==> config.mk <==
export PLATFORM = sky130hd
export DESIGN_NAME = audio_channel_mix_matrix
export DESIGN_NICKNAME = d
export VERILOG_FILES = /design/src/rtl/acmm_pkg.sv /design/src/rtl/audio_channel_mix_matrix.sv /design/src/rtl/acmm_fifo.sv /design/src/rtl/acmm_front.sv /design/src/rtl/acmm_back.sv
export SDC_FILE = /design/constraint.sdc
export NUM_CORES = 2
export LEC_CHECK = 0
export BUFFER_PORTS_ARGS = -buffer_cell sky130_fd_sc_hd__buf_2
export CORE_MARGIN = 2
export CORE_UTILIZATION = 39
export CTS_BUF_LIST = sky130_fd_sc_hd__clkbuf_8
export CTS_CLUSTER_SIZE = 25
export DETAILED_ROUTE_END_ITERATION = 6
export PLACE_DENSITY = 0.62
export SETUP_SLACK_MARGIN = 0.15
export SYNTH_ARGS = -nofsm -noshare
export SYNTH_HDL_FRONTEND = slang
export SYNTH_SLANG_ARGS = --single-unit
==> constraint.sdc <==
create_clock -name clk -period 15.88 [get_ports clk]
set_input_delay 0.794 -clock clk [delete_from_list [all_inputs] [get_ports clk]]
set_output_delay 0.794 -clock clk [all_outputs]
set_load 0.01 [all_outputs]
==> src/rtl/acmm_pkg.sv <==
// Shared constants, types and helpers of the audio channel mix matrix.
package acmm_pkg;

	localparam int MAX_IN_CH      = 8;
	localparam int MAX_OUT_CH     = 8;
	localparam int SAMPLE_BITS    = 24;
	localparam int GAIN_BITS      = 16;
	localparam int GAIN_FRAC_BITS = 12;
	localparam int CH_W           = 3;
	localparam int CNT_W          = 4;
	localparam int CFG_IDX_W      = 1;
	localparam int GADDR_W        = 2 * CH_W;
	localparam int GAIN_DEPTH     = MAX_IN_CH * MAX_OUT_CH;
	localparam int PROD_W         = GAIN_BITS + SAMPLE_BITS;
	localparam int ACC_W          = PROD_W + CH_W;
	localparam int SUM_W          = ACC_W - GAIN_FRAC_BITS + 1;
	localparam int QDEPTH         = 2;

	// Item operation codes.
	typedef enum logic [1:0] {
		OP_SAMPLE = 2'd0,
		OP_GAIN   = 2'd1,
		OP_OFFSET = 2'd2,
		OP_NONE   = 2'd3
	} op_t;

	// Configuration register indexes.
	typedef enum logic [CFG_IDX_W-1:0] {
		REG_IN_USED  = 1'b0,
		REG_OUT_USED = 1'b1
	} cfg_reg_t;

	// Back end sequencer states.
	typedef enum logic [1:0] {
		ST_IDLE,
		ST_RUN,
		ST_WAIT
	} back_state_t;

	// Channel counts, held as index of the last used channel.
	typedef struct packed {
		logic [CH_W-1:0] in_last;
		logic [CH_W-1:0] out_last;
	} cfg_t;

	// Table writes from the front end.
	typedef struct packed {
		logic                   gain_en;
		logic                   offset_en;
		logic [CH_W-1:0]        out_ch;
		logic [CH_W-1:0]        in_ch;
		logic [GAIN_BITS-1:0]   gain;
		logic [SAMPLE_BITS-1:0] offset;
	} load_t;

	// Status of the back end seen by the front end.
	typedef struct packed {
		logic idle;
	} back_stat_t;

	// One complete frame of input samples.
	typedef logic [MAX_IN_CH-1:0][SAMPLE_BITS-1:0] frame_t;

	// A count of zero acts as one, a count above the maximum acts as the maximum.
	function automatic logic [CH_W-1:0] clamp_last(logic [CNT_W-1:0] v, logic [CNT_W-1:0] lim);
		logic [CH_W-1:0] r;
		if (v == '0)
			r = '0;
		else if (v > lim)
			r = CH_W'(lim - CNT_W'(1));
		else
			r = CH_W'(v - CNT_W'(1));
		return r;
	endfunction

endpackage

==> src/rtl/audio_channel_mix_matrix.sv <==
// Intake: a non-final sample is never held back; the sample that completes a frame waits
// while the two-entry job queue is full, and load items wait until the queue is empty and
// the mixer is idle. Frames are mixed one output channel at a time on the single shared
// multiply-accumulate unit, which waits while the receiver stalls.
// Reset (arst_n, asynchronous): tables and frame store read as zero, counts are one.
module audio_channel_mix_matrix (
	input  logic                                    clk,
	input  logic                                    arst_n,
	input  logic                                    cfg_we,
	input  logic [acmm_pkg::CFG_IDX_W-1:0]          cfg_index,
	input  logic [acmm_pkg::CNT_W-1:0]              cfg_wdata,
	input  logic                                    in_valid,
	output logic                                    in_ready,
	input  logic [1:0]                              op,
	input  logic [acmm_pkg::CH_W-1:0]               in_channel,
	input  logic [acmm_pkg::CH_W-1:0]               out_channel,
	input  logic signed [acmm_pkg::SAMPLE_BITS-1:0] sample,
	input  logic signed [acmm_pkg::GAIN_BITS-1:0]   gain_value,
	input  logic signed [acmm_pkg::SAMPLE_BITS-1:0] offset_value,
	output logic                                    out_valid,
	input  logic                                    out_ready,
	output logic [acmm_pkg::CH_W-1:0]               mixed_channel,
	output logic signed [acmm_pkg::SAMPLE_BITS-1:0] mixed_value,
	output logic                                    frame_last
);

	logic                 q_push, q_pop, q_full, q_empty;
	acmm_pkg::frame_t     q_wdata, q_rdata;
	acmm_pkg::load_t      load;
	acmm_pkg::cfg_t       cfg;
	acmm_pkg::back_stat_t stat;

	// Item intake and frame store.
	acmm_front u_front (
		.clk          (clk),
		.arst_n       (arst_n),
		.cfg_we       (cfg_we),
		.cfg_index    (cfg_index),
		.cfg_wdata    (cfg_wdata),
		.in_valid     (in_valid),
		.in_ready     (in_ready),
		.op           (op),
		.in_channel   (in_channel),
		.out_channel  (out_channel),
		.sample       (sample),
		.gain_value   (gain_value),
		.offset_value (offset_value),
		.q_full       (q_full),
		.q_empty      (q_empty),
		.stat         (stat),
		.q_push       (q_push),
		.q_data       (q_wdata),
		.load         (load),
		.cfg          (cfg)
	);

	// Frame job queue.
	acmm_fifo u_fifo (
		.clk    (clk),
		.arst_n (arst_n),
		.push   (q_push),
		.wdata  (q_wdata),
		.pop    (q_pop),
		.rdata  (q_rdata),
		.full   (q_full),
		.empty  (q_empty)
	);

	// Mixing engine.
	acmm_back u_back (
		.clk           (clk),
		.arst_n        (arst_n),
		.cfg           (cfg),
		.load          (load),
		.q_empty       (q_empty),
		.q_rdata       (q_rdata),
		.q_pop         (q_pop),
		.stat          (stat),
		.out_valid     (out_valid),
		.out_ready     (out_ready),
		.mixed_channel (mixed_channel),
		.mixed_value   (mixed_value),
		.frame_last    (frame_last)
	);

endmodule

==> src/rtl/acmm_fifo.sv <==
// Short queue of frame jobs between the front end and the back end.
module acmm_fifo (
	input  logic            clk,
	input  logic            arst_n,
	input  logic            push,
	input  acmm_pkg::frame_t wdata,
	input  logic            pop,
	output acmm_pkg::frame_t rdata,
	output logic            full,
	output logic            empty
);

	localparam int PTR_W = (acmm_pkg::QDEPTH > 1) ? $clog2(acmm_pkg::QDEPTH) : 1;
	localparam int CNT_W = $clog2(acmm_pkg::QDEPTH + 1);

	acmm_pkg::frame_t  entry_q [acmm_pkg::QDEPTH];
	logic [PTR_W-1:0]  wr_ptr_q;
	logic [PTR_W-1:0]  rd_ptr_q;
	logic [CNT_W-1:0]  count_q;

	assign full  = (count_q == CNT_W'(acmm_pkg::QDEPTH));
	assign empty = (count_q == '0);
	assign rdata = entry_q[rd_ptr_q];

	// Entry storage.
	always_ff @(posedge clk) begin
		if (push)
			entry_q[wr_ptr_q] <= wdata;
	end

	// Pointers and fill count.
	always_ff @(posedge clk or negedge arst_n) begin
		if (!arst_n) begin
			wr_ptr_q <= '0;
			rd_ptr_q <= '0;
			count_q  <= '0;
		end else begin
			if (push)
				wr_ptr_q <= (wr_ptr_q == PTR_W'(acmm_pkg::QDEPTH - 1)) ? '0 :
					wr_ptr_q + PTR_W'(1);
			if (pop)
				rd_ptr_q <= (rd_ptr_q == PTR_W'(acmm_pkg::QDEPTH - 1)) ? '0 :
					rd_ptr_q + PTR_W'(1);
			if (push && !pop)
				count_q <= count_q + CNT_W'(1);
			else if (pop && !push)
				count_q <= count_q - CNT_W'(1);
		end
	end

endmodule

==> src/rtl/acmm_front.sv <==
// Front end: takes items, holds configuration and frame store, queues frame jobs.
module acmm_front (
	input  logic                                 clk,
	input  logic                                 arst_n,
	input  logic                                 cfg_we,
	input  logic [acmm_pkg::CFG_IDX_W-1:0]       cfg_index,
	input  logic [acmm_pkg::CNT_W-1:0]           cfg_wdata,
	input  logic                                 in_valid,
	output logic                                 in_ready,
	input  logic [1:0]                           op,
	input  logic [acmm_pkg::CH_W-1:0]            in_channel,
	input  logic [acmm_pkg::CH_W-1:0]            out_channel,
	input  logic signed [acmm_pkg::SAMPLE_BITS-1:0] sample,
	input  logic signed [acmm_pkg::GAIN_BITS-1:0]   gain_value,
	input  logic signed [acmm_pkg::SAMPLE_BITS-1:0] offset_value,
	input  logic                                 q_full,
	input  logic                                 q_empty,
	input  acmm_pkg::back_stat_t                 stat,
	output logic                                 q_push,
	output acmm_pkg::frame_t                     q_data,
	output acmm_pkg::load_t                      load,
	output acmm_pkg::cfg_t                       cfg
);

	logic [acmm_pkg::CNT_W-1:0] in_used_q;
	logic [acmm_pkg::CNT_W-1:0] out_used_q;
	acmm_pkg::frame_t           frame_q;
	acmm_pkg::op_t              opc;
	logic                       accept;
	logic                       in_range;
	logic                       is_trig;

	// Clamp the channel counts to the supported range.
	always_comb begin
		cfg.in_last  = acmm_pkg::clamp_last(in_used_q, acmm_pkg::CNT_W'(acmm_pkg::MAX_IN_CH));
		cfg.out_last = acmm_pkg::clamp_last(out_used_q, acmm_pkg::CNT_W'(acmm_pkg::MAX_OUT_CH));
	end

	// Classify the item and decide whether it can be taken now.
	always_comb begin
		opc      = acmm_pkg::op_t'(op);
		in_range = (in_channel <= cfg.in_last);
		is_trig  = (in_channel == cfg.in_last);
		unique case (opc)
			acmm_pkg::OP_SAMPLE: in_ready = !is_trig || !q_full;
			acmm_pkg::OP_GAIN:   in_ready = q_empty && stat.idle;
			acmm_pkg::OP_OFFSET: in_ready = q_empty && stat.idle;
			acmm_pkg::OP_NONE:   in_ready = 1'b1;
		endcase
		accept = in_valid && in_ready;
	end

	// Table writes go to the back end, which owns the gain and offset tables.
	always_comb begin
		load.gain_en   = accept && (opc == acmm_pkg::OP_GAIN);
		load.offset_en = accept && (opc == acmm_pkg::OP_OFFSET);
		load.out_ch    = out_channel;
		load.in_ch     = in_channel;
		load.gain      = gain_value;
		load.offset    = offset_value;
	end

	// The last used channel completes the frame: queue a snapshot including it.
	always_comb begin
		q_push = accept && (opc == acmm_pkg::OP_SAMPLE) && is_trig;
		for (int i = 0; i < acmm_pkg::MAX_IN_CH; i++) begin
			if (in_channel == acmm_pkg::CH_W'(i))
				q_data[i] = sample;
			else
				q_data[i] = frame_q[i];
		end
	end

	// Configuration registers.
	always_ff @(posedge clk or negedge arst_n) begin
		if (!arst_n) begin
			in_used_q  <= acmm_pkg::CNT_W'(1);
			out_used_q <= acmm_pkg::CNT_W'(1);
		end else if (cfg_we) begin
			unique case (acmm_pkg::cfg_reg_t'(cfg_index))
				acmm_pkg::REG_IN_USED:  in_used_q  <= cfg_wdata;
				acmm_pkg::REG_OUT_USED: out_used_q <= cfg_wdata;
			endcase
		end
	end

	// Frame store; samples for unused channels are dropped.
	always_ff @(posedge clk or negedge arst_n) begin
		if (!arst_n) begin
			frame_q <= '0;
		end else if (accept && (opc == acmm_pkg::OP_SAMPLE) && in_range) begin
			frame_q[in_channel] <= sample;
		end
	end

endmodule

==> src/rtl/acmm_back.sv <==
// Back end: shared multiply-accumulate over one frame job, with gain and offset tables.
module acmm_back (
	input  logic                                  clk,
	input  logic                                  arst_n,
	input  acmm_pkg::cfg_t                        cfg,
	input  acmm_pkg::load_t                       load,
	input  logic                                  q_empty,
	input  acmm_pkg::frame_t                      q_rdata,
	output logic                                  q_pop,
	output acmm_pkg::back_stat_t                  stat,
	output logic                                  out_valid,
	input  logic                                  out_ready,
	output logic [acmm_pkg::CH_W-1:0]             mixed_channel,
	output logic signed [acmm_pkg::SAMPLE_BITS-1:0] mixed_value,
	output logic                                  frame_last
);

	localparam logic signed [acmm_pkg::SUM_W-1:0] SAT_MAX =
		acmm_pkg::SUM_W'((64'sd1 <<< (acmm_pkg::SAMPLE_BITS - 1)) - 64'sd1);
	localparam logic signed [acmm_pkg::SUM_W-1:0] SAT_MIN =
		acmm_pkg::SUM_W'(-(64'sd1 <<< (acmm_pkg::SAMPLE_BITS - 1)));

	// Tables.
	logic [acmm_pkg::GAIN_BITS-1:0]   gain_mem [acmm_pkg::GAIN_DEPTH];
	logic [acmm_pkg::GAIN_DEPTH-1:0]  gain_vld_q;
	logic [acmm_pkg::SAMPLE_BITS-1:0] offset_q [acmm_pkg::MAX_OUT_CH];
	acmm_pkg::frame_t                 job_q;

	// Sequencer.
	acmm_pkg::back_state_t   state_q, state_d;
	logic [acmm_pkg::CH_W-1:0] k_q, k_d, m_q, m_d;
	logic                    issue;
	logic [acmm_pkg::GADDR_W-1:0] raddr;

	// Pipeline.
	logic                                   valid_s1, first_s1, last_s1;
	logic [acmm_pkg::CH_W-1:0]              k_s1;
	logic signed [acmm_pkg::SAMPLE_BITS-1:0] samp_s1;
	logic [acmm_pkg::GAIN_BITS-1:0]         gain_rd_s1;
	logic                                   gain_vld_s1;
	logic signed [acmm_pkg::GAIN_BITS-1:0]  gain_eff;
	logic                                   valid_s2, first_s2, last_s2;
	logic [acmm_pkg::CH_W-1:0]              k_s2;
	logic signed [acmm_pkg::PROD_W-1:0]     prod_s2;
	logic signed [acmm_pkg::ACC_W-1:0]      acc_q;
	logic                                   done_q;
	logic [acmm_pkg::CH_W-1:0]              fin_k_q;

	// Finalize and output.
	logic signed [acmm_pkg::ACC_W-1:0]       shifted;
	logic signed [acmm_pkg::SUM_W-1:0]       sum;
	logic signed [acmm_pkg::SAMPLE_BITS-1:0] sat;
	logic                                    out_load;
	logic                                    out_valid_q;
	logic [acmm_pkg::CH_W-1:0]               out_ch_q;
	logic [acmm_pkg::SAMPLE_BITS-1:0]        out_val_q;
	logic                                    out_last_q;

	assign raddr      = {k_q, m_q};
	assign stat.idle  = (state_q == acmm_pkg::ST_IDLE);
	assign out_load   = done_q && (!out_valid_q || out_ready);

	// Gain memory: one write port, one registered read port.
	always_ff @(posedge clk) begin
		if (load.gain_en)
			gain_mem[{load.out_ch, load.in_ch}] <= load.gain;
		gain_rd_s1 <= gain_mem[raddr];
	end

	// Written marks for the gain memory; an unwritten entry reads as zero.
	always_ff @(posedge clk or negedge arst_n) begin
		if (!arst_n) begin
			gain_vld_q  <= '0;
			gain_vld_s1 <= 1'b0;
		end else begin
			if (load.gain_en)
				gain_vld_q[{load.out_ch, load.in_ch}] <= 1'b1;
			gain_vld_s1 <= gain_vld_q[raddr];
		end
	end

	// Offset table.
	always_ff @(posedge clk or negedge arst_n) begin
		if (!arst_n) begin
			for (int i = 0; i < acmm_pkg::MAX_OUT_CH; i++)
				offset_q[i] <= '0;
		end else if (load.offset_en) begin
			offset_q[load.out_ch] <= load.offset;
		end
	end

	// Frame job taken from the queue.
	always_ff @(posedge clk) begin
		if (q_pop)
			job_q <= q_rdata;
	end

	// Sequencer: per output channel, issue one product per input channel,
	// then wait until that channel's result has moved to the output register.
	always_comb begin
		state_d = state_q;
		k_d     = k_q;
		m_d     = m_q;
		q_pop   = 1'b0;
		issue   = 1'b0;
		unique case (state_q)
			acmm_pkg::ST_IDLE: begin
				if (!q_empty) begin
					q_pop   = 1'b1;
					k_d     = '0;
					m_d     = '0;
					state_d = acmm_pkg::ST_RUN;
				end
			end
			acmm_pkg::ST_RUN: begin
				issue = 1'b1;
				if (m_q == cfg.in_last) begin
					m_d     = '0;
					state_d = acmm_pkg::ST_WAIT;
				end else begin
					m_d = m_q + acmm_pkg::CH_W'(1);
				end
			end
			acmm_pkg::ST_WAIT: begin
				if (out_load) begin
					if (k_q == cfg.out_last) begin
						state_d = acmm_pkg::ST_IDLE;
					end else begin
						k_d     = k_q + acmm_pkg::CH_W'(1);
						state_d = acmm_pkg::ST_RUN;
					end
				end
			end
			default: state_d = acmm_pkg::ST_IDLE;
		endcase
	end

	always_ff @(posedge clk or negedge arst_n) begin
		if (!arst_n) begin
			state_q <= acmm_pkg::ST_IDLE;
			k_q     <= '0;
			m_q     <= '0;
		end else begin
			state_q <= state_d;
			k_q     <= k_d;
			m_q     <= m_d;
		end
	end

	// Pipeline control flags.
	always_ff @(posedge clk or negedge arst_n) begin
		if (!arst_n) begin
			valid_s1 <= 1'b0;
			valid_s2 <= 1'b0;
			done_q   <= 1'b0;
		end else begin
			valid_s1 <= issue;
			valid_s2 <= valid_s1;
			if (valid_s2 && last_s2)
				done_q <= 1'b1;
			else if (out_load)
				done_q <= 1'b0;
		end
	end

	// Stage 1 holds the sample beside the registered gain read.
	always_ff @(posedge clk) begin
		first_s1 <= (m_q == '0);
		last_s1  <= (m_q == cfg.in_last);
		k_s1     <= k_q;
		samp_s1  <= job_q[m_q];
	end

	// Stage 2 holds the product.
	assign gain_eff = gain_vld_s1 ? gain_rd_s1 : '0;

	always_ff @(posedge clk) begin
		first_s2 <= first_s1;
		last_s2  <= last_s1;
		k_s2     <= k_s1;
		prod_s2  <= acmm_pkg::PROD_W'(gain_eff) * acmm_pkg::PROD_W'(samp_s1);
	end

	// Accumulator, restarted on the first input channel of each output.
	always_ff @(posedge clk) begin
		if (valid_s2) begin
			if (first_s2)
				acc_q <= acmm_pkg::ACC_W'(prod_s2);
			else
				acc_q <= acc_q + acmm_pkg::ACC_W'(prod_s2);
			fin_k_q <= k_s2;
		end
	end

	// Floor by the gain fraction, add the offset and saturate.
	always_comb begin
		shifted = acc_q >>> acmm_pkg::GAIN_FRAC_BITS;
		sum     = acmm_pkg::SUM_W'(shifted) +
			acmm_pkg::SUM_W'($signed(offset_q[fin_k_q]));
		if (sum > SAT_MAX)
			sat = acmm_pkg::SAMPLE_BITS'(SAT_MAX);
		else if (sum < SAT_MIN)
			sat = acmm_pkg::SAMPLE_BITS'(SAT_MIN);
		else
			sat = acmm_pkg::SAMPLE_BITS'(sum);
	end

	// Output register.
	always_ff @(posedge clk or negedge arst_n) begin
		if (!arst_n) begin
			out_valid_q <= 1'b0;
		end else if (out_load) begin
			out_valid_q <= 1'b1;
		end else if (out_ready) begin
			out_valid_q <= 1'b0;
		end
	end

	always_ff @(posedge clk) begin
		if (out_load) begin
			out_ch_q   <= fin_k_q;
			out_val_q  <= sat;
			out_last_q <= (fin_k_q == cfg.out_last);
		end
	end

	assign out_valid     = out_valid_q;
	assign mixed_channel = out_ch_q;
	assign mixed_value   = out_val_q;
	assign frame_last    = out_last_q;

endmodule

==> results.yml <==
worst_setup_path:
  required_ps: 16730
  critPathKind: "register to register"
  crit_fanout: 73
  worst_ep_arrival_time_ps: 8850
  cp-start-kind: "register"
  endpoint_kind: "register"
pwr:
  netSwitchingFraction_pct: 32.1
  p_clk_share_pct: 28.0
  max-vdd-ir-drop_mv: 0.137
  intPower_mw: 12.0
  p_seq_share_pct: 43.4
  leakage_nw: 45.6
  p_comb_share_pct: 28.6
  p_sw_mw: 5.69
  power.density_mw_per_mm2: 152
timing:
  rsz0062_at_grt: "no"
  post-route-min-period_ps: 8000
  setup_tns_ps: 0
  max_freq_mhz: 125
  period_share_pct: 50.4
  drv_slew: 0
  setup_viol: 0
  max_slew_margin_pct: 16.0
  worst_slew_pin_slew_ps: 1260
  hold_viol_final: 0
  clock_skew_ps: 95.5
final_layout:
  fin_cells: 10492
  syn_to_final_growth_pct: 11.9
  fin_util_pct: 43.8
  drive_gt1_share_pct: 31.8
  fin_nets: 7259
placement:
  port_buffers: 111
  hpwl_um: 152000
  dp_cells: 9797
  gp_congestion: 0.883
yosys:
  yosysWarnings: 0
  avgSynthCellArea_um2: 16.5
  synth_cell_types: 89
  yosysMostFrequentCell: "edfxtp_1"
  synth-main-ff-cell: "edfxtp_1"
  ys_ff_latch: 2237
  postSynthCellCount: 6319
  syn-num-nets: 6962
  yosysSeqAreaShare_pct: 61.1
  netlist_area_mm2: 0.105
  yosysTopAreaCellShare_pct: 48.1
  synth_top_area_cell: "edfxtp_1"
  synth_common_cells: "edfxtp_1 (1,674), mux2_2 (818), inv_1 (488)"
  synth_edf_count: 1674
  async_reset_ff_share_pct: 21.1
  synth_area_leaders: "edfxtp_1 (48%), dfrtp_1 (11%), mux4_2 (9.8%)"
die:
  initial_utilization_pct: 39.1
  fp.dieW_um: 522
  ioPinCount: 112
  dieHeight_um: 522
  core_mm2: 0.267
  fp.dieArea_mm2: 0.272
  fp-row-count: 190
flow_run:
  maxCapViolCount: 0
cts:
  clockBufferDepth: 4
  cts_buffers: 368
  htreeDepth: 5
  cts_sinks: 2237
  cts_root_buf: "clkbuf_8"
  clk_latency_ps: 1010
  cts_tree: "done"
  cts.clk_slew.worst_paths_ps: 60
route:
  vias_per_cell: 5.30
  drc: 0
  vias: 55658
  ant_nets: 0
  drt_iter0_drc: 4704
  first_pass_iters: 7
  routed_wl_um: 251000
  post_drt_wl_per_cell_um: 23.9
worst_hold_path:
  hold_path.class: "input pin to register"
status:
  outcome: "completed"
grt:
  grt_use_met2_pct: 29.8
  grt_max_degree: 205
  globalRouteMet1Util_pct: 25.3
  gr-usage-met3_pct: 3.18
  grt_overflow: 0
  antenna_found_initial: 30
  top_usage_layer: "met2"
  grt_pass1_vias: 58733
  grt_first_pass_wirelength_um: 378000
  grtUsageTotal_pct: 18.4
-- registers in the layout, indices dropped and copies added (netlist names), 2 cells and up --
register and cells:
u_fifo.count_q 2, u_front.frame_q 192, u_back.gain_rd_s1 16, u_back.samp_s1 24, u_back.k_s2 3, u_back.mixed_channel 3
u_back.mixed_value 24, u_back.prod_s2 40, u_back.acc_q 43, u_back.k_s1 3, u_back.state_q 2, u_back.gain_vld_q 64
u_fifo.entry_q 384, u_back.m_q 3, u_back.k_q 3, u_front.out_used_q 4, u_back.gain_mem 1024, u_front.in_used_q 4
u_back.job_q 192, u_back.fin_k_q 3, u_back.offset_q 192
-- power groups by stage --
stage               Clock, mW  Sequential, mW  Combinational, mW
detailed placement          0            7.80               5.13
floorplan                   0            7.44               3.85
global placement            0            7.78               5.06
CTS                      5.09            7.69               5.15
finish                   4.97            7.69               5.08
global route             5.35            7.75               5.55
-- per-stage QoR --
step	worst slack [ps]	total power, mW	instance area (µm²)	hold slack [ps]
after CTS	7890	17.9	117000	68.7
final	7880	17.7	117000	165
after floorplan	3970	11.3	105000	310
after global placement	8030	12.8	110000	313
after detailed placement	7910	12.9	110000	312
after global routing	7240	18.7	117000	95.1
-- path summary, 6_finish.rpt --
kind                                                    end  cells past startpoint                         start  slack [ps]
max in group asynchronous  u_back.offset_q[184]$_DFFE_PN0P_                      3                        arst_n       13700
hold reg to reg                      u_back.k_s2[1]$_DFF_P_                      0        u_back.k_s1[1]$_DFF_P_         330
setup / recovery                 u_back.prod_s2[31]$_DFF_P_                     23  u_back.gain_vld_s1$_DFF_PN0_        7880
setup reg to reg                 u_back.prod_s2[31]$_DFF_P_                     23  u_back.gain_vld_s1$_DFF_PN0_        7880
min in group asynchronous  u_front.frame_q[160]$_DFFE_PN0P_                      2                        arst_n         470
hold / removal              u_back.offset_q[38]$_DFFE_PN0P_                      2              offset_value[14]         160
-- layer usage --
layer	vias to the layer above	share of wire, %	routed length, µm
met5	-	0.041	103
met4	16	2.8	7050
met3	417	6.0	15000
met2	1588	48	120000
met1	29481	43	109000
li1	24156	-	-
-- repair_timing --
action / CTS / global route
buffers inserted: 0 / 0
hold buffers: 1 / 0
endpoints found under the hold margin: 56 / 0
resized for setup: 0 / 0
-- cells by family after synthesis --
logic type | Yosys count | synth area share, %
AND/OR/NAND/NOR | 899 | 4.24
adder cells (fa/ha/maj) | 563 | 9.43
flip-flops | 2237 | 61.1
multiplexers | 1280 | 18.7
XOR/XNOR | 111 | 0.930
AO/OA/AOI/OAI | 419 | 2.66
buffers and inverters | 810 | 2.96
-- placed cells by master (no fill, tap or decap), drive strengths merged, types with 104 or more instances in the layout --
cell type / instances
o21ai: 133
dfrtp: 471
ha: 185
a21oi: 104
nor2: 156
buf: 248
fa: 376
inv: 632
clkbuf: 433
nand2: 332
edfxtp: 1674
mux4: 453
mux2: 823
and3: 170
-- final cells by class --
class | count | area (µm²)
repair buffers | 249 | 1630
fillers | 23509 | 150000
clock buffers | 433 | 5960
diodes | 19 | 47.5
flip-flops and latches | 2237 | 63900
multi-input cells | 3272 | 37800
inverters | 488 | 1840
clock inverters | 242 | 1380
well taps | 3552 | 4440
-- worst max-delay path, cell delays in order, from the launching register on --
cell,delay [ps]
dfrtp_4,690
buf_4,530
and2_1,610
nand2_1,170
fa_1,560
inv_1,60
fa_1,530
inv_1,50
fa_1,510
inv_1,60
fa_1,480
fa_1,500
inv_1,50
fa_1,480
inv_1,50
ha_1,360
a211oi_1,240
a31oi_1,150
o31ai_1,420
a31oi_1,340
a2111oi_0,510
o21bai_1,130
a21oi_1,220
xnor2_1,150
No activity file was read; power rests on OpenSTA's default activity.
